## src/s256ks_pkg.sv

```systemverilog
// shared types, constants and functions of the keyspace search block
package s256ks_pkg;

   localparam int CAND_LEN = 6;
   localparam logic [28:0] KEYSPACE = 29'd308915776;
   localparam logic [7:0] LETTER_A = 8'h61;
   localparam int NUM_ROUNDS = 64;
   localparam logic [6:0] DRAIN_CYCLES = 7'd70;

   localparam logic [2:0] REG_TARGET0 = 3'd0;
   localparam logic [2:0] REG_TARGET1 = 3'd1;
   localparam logic [2:0] REG_TARGET2 = 3'd2;
   localparam logic [2:0] REG_TARGET3 = 3'd3;

   typedef enum logic [2:0] {
      ST_IDLE, ST_MULT, ST_CHECK, ST_CONV, ST_RUN, ST_DRAIN, ST_FINISH
   } state_type;

   typedef struct packed {
      logic valid;
      logic [28:0] idx;
      logic [47:0] text;
      logic [7:0][31:0] st;
      logic [15:0][31:0] w;
   } stage_type;

   typedef struct packed {
      logic valid;
      logic match;
      logic [28:0] idx;
      logic [47:0] text;
   } hit_type;

   localparam logic [7:0][31:0] H_INIT = {
      32'h5be0cd19, 32'h1f83d9ab, 32'h9b05688c, 32'h510e527f,
      32'ha54ff53a, 32'h3c6ef372, 32'hbb67ae85, 32'h6a09e667
   };

   localparam logic [63:0][31:0] RK = {
      32'hc67178f2, 32'hbef9a3f7, 32'ha4506ceb, 32'h90befffa,
      32'h8cc70208, 32'h84c87814, 32'h78a5636f, 32'h748f82ee,
      32'h682e6ff3, 32'h5b9cca4f, 32'h4ed8aa4a, 32'h391c0cb3,
      32'h34b0bcb5, 32'h2748774c, 32'h1e376c08, 32'h19a4c116,
      32'h106aa070, 32'hf40e3585, 32'hd6990624, 32'hd192e819,
      32'hc76c51a3, 32'hc24b8b70, 32'ha81a664b, 32'ha2bfe8a1,
      32'h92722c85, 32'h81c2c92e, 32'h766a0abb, 32'h650a7354,
      32'h53380d13, 32'h4d2c6dfc, 32'h2e1b2138, 32'h27b70a85,
      32'h14292967, 32'h06ca6351, 32'hd5a79147, 32'hc6e00bf3,
      32'hbf597fc7, 32'hb00327c8, 32'ha831c66d, 32'h983e5152,
      32'h76f988da, 32'h5cb0a9dc, 32'h4a7484aa, 32'h2de92c6f,
      32'h240ca1cc, 32'h0fc19dc6, 32'hefbe4786, 32'he49b69c1,
      32'hc19bf174, 32'h9bdc06a7, 32'h80deb1fe, 32'h72be5d74,
      32'h550c7dc3, 32'h243185be, 32'h12835b01, 32'hd807aa98,
      32'hab1c5ed5, 32'h923f82a4, 32'h59f111f1, 32'h3956c25b,
      32'he9b5dba5, 32'hb5c0fbcf, 32'h71374491, 32'h428a2f98
   };

   function automatic logic [28:0] pow26(input logic [2:0] pos);
      logic [28:0] r;
      case (pos)
         3'd0: r = 29'd11881376;
         3'd1: r = 29'd456976;
         3'd2: r = 29'd17576;
         3'd3: r = 29'd676;
         3'd4: r = 29'd26;
         3'd5: r = 29'd1;
         default: r = 29'd1;
      endcase
      return r;
   endfunction

   function automatic logic [31:0] rotr(input logic [31:0] x, input int n);
      return (x >> n) | (x << (32 - n));
   endfunction

endpackage

```

## src/s256ks_round_cell.sv

```systemverilog
// one sha-256 round cell with its rolling message schedule window
module s256ks_round_cell
   import s256ks_pkg::*;
(
   input  logic clock,
   input  logic reset,
   input  logic flush,
   input  logic [31:0] rc,
   input  stage_type stage_in,
   output stage_type stage_out
);

   stage_type stage_ff, stage_in_nx;
   logic [31:0] a, b, c, d, e, f, g, h;
   logic [31:0] t1, t2, s0, s1, w_new;

   always_comb begin
      a = stage_in.st[0]; b = stage_in.st[1]; c = stage_in.st[2]; d = stage_in.st[3];
      e = stage_in.st[4]; f = stage_in.st[5]; g = stage_in.st[6]; h = stage_in.st[7];
      t1 = h + (rotr(e, 6) ^ rotr(e, 11) ^ rotr(e, 25)) + ((e & f) ^ (~e & g))
         + rc + stage_in.w[0];
      t2 = (rotr(a, 2) ^ rotr(a, 13) ^ rotr(a, 22)) + ((a & b) ^ (a & c) ^ (b & c));
      s0 = rotr(stage_in.w[1], 7) ^ rotr(stage_in.w[1], 18) ^ (stage_in.w[1] >> 3);
      s1 = rotr(stage_in.w[14], 17) ^ rotr(stage_in.w[14], 19) ^ (stage_in.w[14] >> 10);
      w_new = stage_in.w[0] + s0 + stage_in.w[9] + s1;
      stage_in_nx = stage_in;
      stage_in_nx.st[0] = t1 + t2;
      stage_in_nx.st[1] = a;
      stage_in_nx.st[2] = b;
      stage_in_nx.st[3] = c;
      stage_in_nx.st[4] = d + t1;
      stage_in_nx.st[5] = e;
      stage_in_nx.st[6] = f;
      stage_in_nx.st[7] = g;
      for (int i = 0; i < 15; i++) begin
         stage_in_nx.w[i] = stage_in.w[i + 1];
      end
      stage_in_nx.w[15] = w_new;
      if (flush) begin
         stage_in_nx.valid = 1'b0;
      end
   end

   always_ff @(posedge clock) begin
      stage_ff <= stage_in_nx;
      if (reset) begin
         stage_ff.valid <= 1'b0;
      end
   end

   assign stage_out = stage_ff;

endmodule

```

## config.mk

```make
export PLATFORM = sky130hd
export DESIGN_NAME = s256ks_round_cell
export DESIGN_NICKNAME = d
export VERILOG_FILES = /design/src/s256ks_pkg.sv /design/src/s256ks_round_cell.sv
export SDC_FILE = /design/constraint.sdc
export NUM_CORES = 1
export LEC_CHECK = 0
export BUFFER_PORTS_ARGS = -buffer_cell sky130_fd_sc_hd__buf_2
export CAP_MARGIN = 20
export CORE_AREA = 2 2 666 668
export DETAILED_ROUTE_END_ITERATION = 12
export DIE_AREA = 0 0 668 670
export GPL_TIMING_DRIVEN = 0
export PLACE_DENSITY_LB_ADDON = 0.25
export SLEW_MARGIN = 20
export SYNTH_ARGS = -nofsm -noshare
export SYNTH_HDL_FRONTEND = slang
export SYNTH_SLANG_ARGS = --single-unit
```

## constraint.sdc

```tcl
create_clock -name clock -period 8.95 [get_ports clock]
set_input_delay 0.895 -clock clock [delete_from_list [all_inputs] [get_ports clock]]
set_output_delay 0.895 -clock clock [all_outputs]
set_load 0.05 [all_outputs]
```

# After elaboration in Yosys (flattened, before gate mapping)
# Cells that the tools add are included.
# W data, S select, Z words.
[op_classes]
add_sub_neg = 10
bitwise_logic = 27
reduce_logical = 1
[ops]
columns = ["op", "count"]
rows = [
  ["$add A32 B32 Y32", 10],
  ["$xor A32 B32 Y32", 9],
  ["$and A32 B32 Y32", 5],
  ["$not A32 Y32", 1],
  ["$or A10 B32 Y32", 1],
  ["$or A13 B32 Y32", 1],
  ["$or A14 B32 Y32", 1],
  ["$or A15 B32 Y32", 1],
  ["$or A19 B32 Y32", 1],
  ["$or A21 B32 Y32", 1],
  ["$or A25 B32 Y32", 1],
  ["$or A26 B32 Y32", 1],
  ["$or A30 B32 Y32", 1],
  ["$or A7 B32 Y32", 1],
  ["$xor A32 B22 Y32", 1],
  ["$xor A32 B29 Y32", 1],
  ["$reduce_or A2 Y1", 1],
]
[word_totals]
register_bits = 846
input_bits = 881
out_inout_bits = 846
elab_cells = 65

# Depth between registers and ports, before layout
# Gate-level depths: netlist of run 1.
[depth]
depth_word = 8
mapped_depth = 31
depth_no_buf = 31

# Worst setup path before layout of run 1
# OpenSTA, ideal clock, no wires.
[synth_path]
path_type = "input to register"
start = "in stage_in[1] in the netlist's numbering"
end = "reg stage_ff (netlist bit stage_out[538])"
setup_ns = 0.120
arrival_ns = 6.762
slack_ns = 2.069
stages = 28
path_buffers = 0
cell_sequence = "inv_1 fa_1 fa_1 fa_1 inv_1 ha_1 inv_1 fa_1 nand2b_1 a21oi_1 o21a_1 a21oi_1 o21ai_0 a21o_1 a21o_1 xor2_1 inv_1 fa_1 inv_1 ha_1 a21oi_1 o21ai_0 a211o_1 a211o_1 a21oi_1 a211o_1 a21oi_1 o31a_1"
[synth_rtl]
columns = ["item", "line_no", "rtl"]
rows = [
  ["from (decl)", "s256ks_round_cell.sv:9", "input stage_type stage_in,"],
  ["to (signal assigned)", "s256ks_round_cell.sv:45", "stage_ff <= stage_in_nx;"],
  ["to (decl)", "s256ks_round_cell.sv:13", "stage_type stage_ff, stage_in_nx;"],
]

==> results of run 1 <==
kinds of logic (layout without fill, tap and decap cells):
logic type | Yosys count | in the layout | share of synthesized area, %
mux | 33 | 33 | 1.096
other cells | 0 | 79 | 0
flops | 846 | 846 | 54.75
buf+inv | 449 | 2448 | 5.449
compound gates | 375 | 375 | 7.819
xor+xnor | 362 | 362 | 10.27
simple gates | 216 | 216 | 3.394
fa+ha+maj | 314 | 314 | 17.22
cell type report:
| type | count | area, sq um | share of cell area, % |
|---|---|---|---|
| timing repair buffer | 1781 | 9189 | 17.74 |
| clock inverter | 72 | 815.8 | 1.575 |
| sequential | 846 | 16940 | 32.70 |
| inverter | 427 | 1603 | 3.095 |
| multi-input combinational | 1300 | 12320 | 23.78 |
| antenna | 79 | 197.7 | 0.3817 |
| clock buffer | 146 | 3266 | 6.305 |
| tap | 5904 | 7387 | 14.26 |
| buffer | 22 | 82.58 | 0.1594 |
power by group through the flow:
stage                     registers [mW]  logic, mW  clock network (mW)
after global placement              4.57       13.7                   0
final                               4.48       13.6                5.07
after detailed placement            4.57       13.7                   0
after global routing                4.52       14.8                5.42
after floorplan                     5.99       7.38                   0
after CTS                           4.49       13.8                5.32
worst min-delay path by stage:
stage / endpoint / slack [ns]
floorplan: stage_out[0] / 0.92
global placement: stage_out[412] / 1.0
detailed placement: stage_out[313] / 1.0
CTS: stage_out[354] / 0.0001
global route: stage_out[320] / 0.03
finish: stage_out[320] / 0.09
timing repair:
item | 4_1_cts | 5_1_grt
endpoints found under the hold margin | 55 | 0
setup buffers | 0 | 0
hold buffers | 55 | 0
layer usage:
| metal | global-route usage, % | vias to the layer above |
|---|---|---|
| met5 | 0 | - |
| met4 | 4.589 | 62 |
| met3 | 4.788 | 537 |
| met2 | 26.53 | 1560 |
| met1 | 13.01 | 13260 |
| li1 | - | 12130 |
layout by cell type, fill, tap and decap left out, drive strengths merged, types with 5 or more instances in the layout:
cell / Yosys / routed
a211oi: 9 / 9
dlygate4sd3: 0 / 55
and2: 6 / 6
nor4: 5 / 5
mux2i: 26 / 26
o21ai: 87 / 87
clkinvlp: 0 / 18
dfxtp: 846 / 846
clkinv: 0 / 30
clkbuf: 22 / 168
xnor2: 235 / 235
bufinv: 0 / 11
a211o: 6 / 6
nand2: 49 / 49
o21a: 20 / 20
and3: 11 / 11
o21bai: 15 / 15
nor2: 72 / 72
a21o: 74 / 74
a21oi: 110 / 110
fa: 187 / 187
diode: 0 / 79
buf: 0 / 1726
or3: 6 / 6
nor2b: 9 / 9
mux2: 7 / 7
xor2: 127 / 127
ha: 124 / 124
inv: 427 / 440
o211ai: 9 / 9
nor3: 15 / 15
nand4: 6 / 6
nand3: 14 / 14
nand2b: 14 / 14
through the flow:
stage	instances	setup slack (ns)
after floorplan	2595	2.069
after global placement	10230	-0.6653
after detailed placement	10230	-0.5887
after CTS	10500	0.4021
after global routing	10550	0.1188
final	10580	0.5380
critical path, delay by kind of cell:
kind                     cells  cell delay, ns
buffers and inverters        6            1.13
AND/OR/NAND/NOR              1            0.20
XOR/XNOR                     2            0.66
adder cells (fa/ha/maj)      7            3.10
AO/OA/AOI/OAI               14            3.16
==> impl_metrics.toml, run 1 <==
[power_and_ir_drop]
clockPowerShare_pct = 21.9
power.total_mw = 23.11
p_int_mw = 11.79
swShare_pct = 48.97
cellLeakagePower_nw = 23.48
power_density_mw_per_mm2 = 446.1
vdd_drop_max_uv = 284.2
seq_power_share_pct = 19.4
p_switching_mw = 11.32
pwr-share-comb_pct = 58.7

[critical_path]
slowest_delay_ns = 0.62
cp_slowest_cell = "inv_1"
worstPathRequired_ns = 9.73
cp.arrival_ns = 9.19
worst_setup_path_start_kind = "primary input"
critical_path.max_fanout = 6
critPathKind = "primary input to flip-flop"
endpoint_kind = "flip-flop"
startpoint = "stage_in[1]"
crit_path_end = "stage_out[542]"

[floorplan]
die_h_microns = 670
pin_count = 1727
design.core.area_sq_mm = 0.4402
die-area_sq_mm = 0.4476
start_util_pct = 7.026
die_w_microns = 668
fp-row-count = 244

[clock_network]
cts_tree = "done"
clk_pin_slew_ns = 0.06
cts_resized = 0
cts-buffers-inserted = 121
htreeDepth = 3
clk_path_buf_depth = 4
cts-root-buf = "clkbuf_16"
numClockSinks = 846

[timing]
setup_violations = 0
worst_pin_slew_ns = 1.107
slew_headroom_pct = 25.68
rsz0062_at_grt = "no"
finalSetupTns_ns = 0
final-max-slew-violation-count = 0
fin_crit_ns = 8.412
fin_crit_sh_pct = 93.99
fmax_mhz = 118.9
finalHoldViolCount = 0
hold_slack_ns = 0.09171

[logic_synthesis]
synth_top_area_cell = "dfxtp_1"
synth.cell_area_sq_mm = 0.03093
ys_seq_elements = 846
yosys_most_used_dff = "dfxtp_1"
yosys-top-cells-area = "dfxtp_1, fa_1, xnor2_1"
synthCells = 2595
yosys_warnings = 0
synth_nets = 3787
synth-edff-count = 0
synth_top_area_share_pct = 54.75
yosysUniqueCellTypes = 66
synth_commonest_cells = "dfxtp_1, inv_1, xnor2_1, fa_1, xor2_1"
synth_async_sr_flop_share_pct = 0
syn_avg_cell_area_sq_um = 11.92
yosysMostFrequentCell = "dfxtp_1"
ys_seq_area_share_pct = 54.75

[drt]
drt_iter0_markers = 1333
vias_per_cell = 2.604
wl_met3_mm = 27.08
wl_met2_mm = 170.9
drc_errors = 0
dr.max_layer_used = "met5"
dr.pass1.iters = 6
wirelength_mm = 316.6
post_drt_wl_per_cell_microns = 29.93
ant_nets = 0
drt-met1-wl_mm = 105.0
via_count = 27540

[cells_and_area]
final_core_util_pct = 11.77
largest_reg_flops = 846
post_route_cells_drive_above_1_share_pct = 42.51
syn2layout_area_growth_pct = 67.45
nets = 5691
nFillCells = 50780
finalInstanceArea_sq_mm = 0.05179

[global_routing]
antenna_found_initial = 252
grtUsageTotal_pct = 13.60
grt_pass1_wl_mm = 376.8
grt_max_degree = 18
grt-ovfl-total = 0
grt_pass1_vias = 28850

[outcome]
status = "finished, final reports clean"

[hold_path]
min_from = "stage_in[352]"
hp-class = "primary input to flip-flop"
holdPathStages = 1

[placement]
io_buffers = 1726
placed_area_sq_mm = 0.04697
place_congestion = 0.8960
hpwlAfterDp_mm = 289.4

[run]
max-cap-violations = 0
No activity file was read; power rests on OpenSTA's default activity.
==> run 2, diff against run 1 <==
CELL_PAD_IN_SITES_DETAIL_PLACEMENT = 2   (was unset)
CELL_PAD_IN_SITES_GLOBAL_PLACEMENT = 2   (was unset)
CORE_AREA = 2 2 664 666   (was 2 2 666 668)
DIE_AREA = 0 0 666 668   (was 0 0 668 670)
SKIP_CTS_REPAIR_TIMING = 1   (was unset)
==> impl_metrics.toml, run 2 (synthesis results as in run 1) <==
[cells_and_area]
nets = 5685
final_common_cell = "buf_2"
largest_reg_flops = 846
post_route_cells_drive_above_1_share_pct = 43.27
final_cell_mix = "buf_2, dfxtp_1, inv_1, xnor2_1, fa_1"
syn2layout_area_growth_pct = 67.11
nFillCells = 51000
finalInstanceArea_sq_mm = 0.05169

[floorplan]
die_w_microns = 666
die-area_sq_mm = 0.4449
design.core.area_sq_mm = 0.4372
start_util_pct = 7.075
pin_count = 1727
fp-row-count = 243
die_h_microns = 668

[timing]
worst_pin_slew_ns = 1.037
fin_crit_sh_pct = 91.88
final-max-slew-violation-count = 0
setup_violations = 0
rsz0062_at_grt = "no"
slew_headroom_pct = 28.92
finalHoldViolCount = 0
fin_crit_ns = 8.224
fmax_mhz = 121.6

[critical_path]
slowest_delay_ns = 0.57
cp.arrival_ns = 9.01
path_delay_family = "compound AO/OA/AOI/OAI gates"
cp_slowest_cell = "clkbuf_1"
critical_path_depth = 29
crit_buf_inv = 5
critical_path.max_fanout = 6
worst_setup_path_start_kind = "primary input"
path_common_cell = "a21oi_1"
worstPathRequired_ns = 9.73
endpoint_kind = "flip-flop"
startpoint = "stage_in[648]"
critPathKind = "primary input to flip-flop"
crit_path_end = "stage_out[542]"

[clock_network]
cts-root-buf = "clkbuf_16"
htreeDepth = 3
clk_pin_slew_ns = 0.06
clk_path_buf_depth = 4
cts_tree = "done"
numClockSinks = 846
cts-buffers-inserted = 123

[hold_path]
hp-class = "primary input to flip-flop"
min_from = "stage_in[264]"

[run]
max-cap-violations = 0

[drt]
drt_iter0_markers = 943
dr.pass1.iters = 4
vias_per_cell = 2.626
drc_errors = 0
wirelength_mm = 310.4
post_drt_wl_per_cell_microns = 29.82
via_count = 27330
ant_nets = 0

[power_and_ir_drop]
pwr-share-comb_pct = 60.6
p_int_mw = 12.14
power_density_mw_per_mm2 = 469.5
vdd_drop_max_uv = 225.9
p_switching_mw = 12.13
power.total_mw = 24.27
clockPowerShare_pct = 21.0
cellLeakagePower_nw = 23.57
swShare_pct = 49.96
seq_power_share_pct = 18.4

[placement]
hpwlAfterDp_mm = 282.8
io_buffers = 1726
place_congestion = 0.8290
placed_area_sq_mm = 0.04706

[global_routing]
grt_pass1_wl_mm = 372.7
antenna_found_initial = 210
grt-ovfl-total = 0
grt_max_degree = 22
grtUsageTotal_pct = 13.35
grt_pass1_vias = 29810

[outcome]
status = "finished, final reports clean"
[run 2: per-layer routing]
metal,track usage (%),vias to the layer above,part of all wire [%]
li1,-,12080,-
met4,4.344,66,4.0
met3,4.933,460,8.2
met1,12.61,13480,33
met2,26.19,1247,55
met5,0,-,0.13
[run 2: worst min-delay path by stage]
stage / end / depth (start not counted) / slack, ns
6_report: stage_out[232] / 1 / 0.07
5_1_grt: stage_out[141] / 1 / -0.002
4_1_cts: stage_out[232] / 1 / -0.05
3_5_place_dp: stage_out[314] / 1 / 1.0
3_3_place_gp: stage_out[326] / 1 / 1.0
2_1_floorplan: stage_out[0] / 0 / 0.92
[run 2: layout make-up]
class	count	area, sq um	area share, %
Clock buffer	156	3362	6.504
Timing Repair Buffer	1775	9169	17.74
Antenna cell	62	155.1	0.3002
Buffer	20	80.08	0.1549
Tap cell	5757	7203	13.94
Inverter	427	1603	3.101
Sequential cell	846	16940	32.77
Clock inverter	66	730.7	1.414
Multi-Input combinational cell	1300	12450	24.09
[run 2: per-stage QoR]
step	TNS, ns	utilization [%]	worst slack, ns	cells	hold slack [ns]
finish	0	11.82	0.7264	10410	0.07122
detailed placement	-9.180	10.76	-1.075	10090	0.9989
CTS	-0.09018	11.70	-0.09018	10310	-0.05123
global placement	-26.72	10.70	-2.472	10080	0.9979
floorplan	0	-	2.069	2595	0.9227
global route	0	11.81	0.006305	10390	-0.002067
[run 2: power groups by stage]
stage | combinational [mW] | sequential [mW] | clock, mW
2_1_floorplan | 7.38 | 5.99 | 0
3_3_place_gp | 14.9 | 4.55 | 0
3_5_place_dp | 15.4 | 4.55 | 0
4_1_cts | 15.5 | 4.48 | 5.37
5_1_grt | 16.3 | 4.51 | 5.49
6_report | 14.7 | 4.47 | 5.10
==> run 3, diff against run 2 <==
==> constraint.sdc (replaced) <==
create_clock -name clock -period 8.95 [get_ports clock]
set_input_delay 1.3425 -clock clock [delete_from_list [all_inputs] [get_ports clock]]
set_output_delay 1.3425 -clock clock [all_outputs]
set_load 0.05 [all_outputs]
==> impl_metrics.toml, run 3 (synthesis results as in run 1) <==
[placement]
hpwlAfterDp_mm = 282.8
io_buffers = 1726
place_congestion = 0.8290

[power_and_ir_drop]
power.total_mw = 24.29
power_density_mw_per_mm2 = 473.3
vdd_drop_max_uv = 225.7
cellLeakagePower_nw = 23.41

[clock_network]
htreeDepth = 3
clk_pin_slew_ns = 0.06
cts_tree = "done"
numClockSinks = 846
cts-root-buf = "clkbuf_16"
cts-buffers-inserted = 123
clk_path_buf_depth = 4

[critical_path]
worst_setup_path_start_kind = "primary input"
cp.arrival_ns = 9.32
crit_buf_inv = 6
endpoint_kind = "flip-flop"
path_delay_family = "compound AO/OA/AOI/OAI gates"
critical_path.max_fanout = 7
worstPathRequired_ns = 9.73
critPathKind = "primary input to flip-flop"
cp_slowest_cell = "xnor2_1"
slowest_delay_ns = 0.72

[floorplan]
die_w_microns = 666
die_h_microns = 668
start_util_pct = 7.075
design.core.area_sq_mm = 0.4372
die-area_sq_mm = 0.4449
pin_count = 1727
fp-row-count = 243

[timing]
fin_crit_sh_pct = 95.37
slew_headroom_pct = 28.93
finalSetupTns_ns = 0
finalHoldViolCount = 0
final-max-slew-violation-count = 0
fin_crit_ns = 8.535
rsz0062_at_grt = "no"
setup_violations = 0
fmax_mhz = 117.2
worst_pin_slew_ns = 1.036

[hold_path]
hp-class = "primary input to flip-flop"
min_delay_worst_endpoint = "stage_out[232]"
min_from = "stage_in[264]"
holdPathStages = 1

[drt]
vias_per_cell = 2.615
wirelength_mm = 310.1
ant_nets = 0
via_count = 27120
drt_iter0_markers = 930
dr.pass1.iters = 4
post_drt_wl_per_cell_microns = 29.91
drc_errors = 0

[global_routing]
grt_pass1_wl_mm = 372.7
globalRouteMet2Util_pct = 26.19
grt_pass1_vias = 29810
gr-usage-met1_pct = 12.61
grt_max_degree = 22
grt-ovfl-total = 0
grt_busiest_layer = "met2"
grtUsageTotal_pct = 13.35
met3_usage_pct = 4.933
antenna_found_initial = 216

[cells_and_area]
nFillCells = 51000
syn2layout_area_growth_pct = 65.91
post_route_cells_drive_above_1_share_pct = 43.74
final_common_cell = "buf_2"
nets = 5645
largest_reg_flops = 846
final_cell_mix = "buf_2, dfxtp_1, inv_1, xnor2_1, fa_1"

[outcome]
status = "finished, final reports clean"

[run]
max-cap-violations = 0
-- run 3: final cells by class --
| class | count | area (sq um) | share of cell area [%] |
|---|---|---|---|
| plain buffers | 18 | 72.57 | 0.1414 |
| diodes | 61 | 152.6 | 0.2974 |
| multi-input cells | 1300 | 12470 | 24.30 |
| repair buffers | 1737 | 8788 | 17.12 |
| clock inverters | 66 | 730.7 | 1.424 |
| flip-flops and latches | 846 | 16940 | 33.00 |
| inverters | 427 | 1603 | 3.123 |
| well taps | 5757 | 7203 | 14.04 |
| clock buffers | 156 | 3362 | 6.551 |
-- run 3: where the power goes --
part	leakage (nW)	internal [mW]	total, mW	switching, mW
clock	1.96	2.95	5.09	2.15
sequential	7.14	4.35	4.47	0.116
combinational	14.3	4.84	14.7	9.88
total	23.4	12.1	24.3	12.1
-- run 3: how the worst max path moves through the flow --
stage	startpoint	endpoint	slack (ns)	cells past startpoint
4_1_cts	stage_in[653]	stage_out[671]	-0.54	25
3_3_place_gp	stage_in[653]	stage_out[671]	-2.92	22
3_5_place_dp	stage_in[653]	stage_out[671]	-1.52	25
5_1_grt	stage_in[649]	stage_out[540]	0.002	30
2_1_floorplan	stage_in[1]	stage_out[538]	1.62	28
6_report	stage_in[659]	stage_out[540]	0.41	30
-- run 3: routing by layer --
layer | up-vias | part of all wire [%]
met2 | 1265 | 55
li1 | 11990 | -
met4 | 74 | 4.0
met1 | 13320 | 33
met3 | 469 | 8.3
met5 | - | 0.15
-- run 3: per-stage QoR --
step	utilization, %	worst slack (ns)	hold slack (ns)	instances	instance area (sq um)
6_report	11.74	0.4146	0.5105	10370	51320
5_1_grt	11.73	0.001561	0.4335	10350	51270
3_5_place_dp	10.76	-1.523	1.446	10090	47060
4_1_cts	11.70	-0.5377	0.3963	10310	51150
2_1_floorplan	-	1.621	1.370	2595	30930
3_3_place_gp	10.70	-2.920	1.445	10080	46770
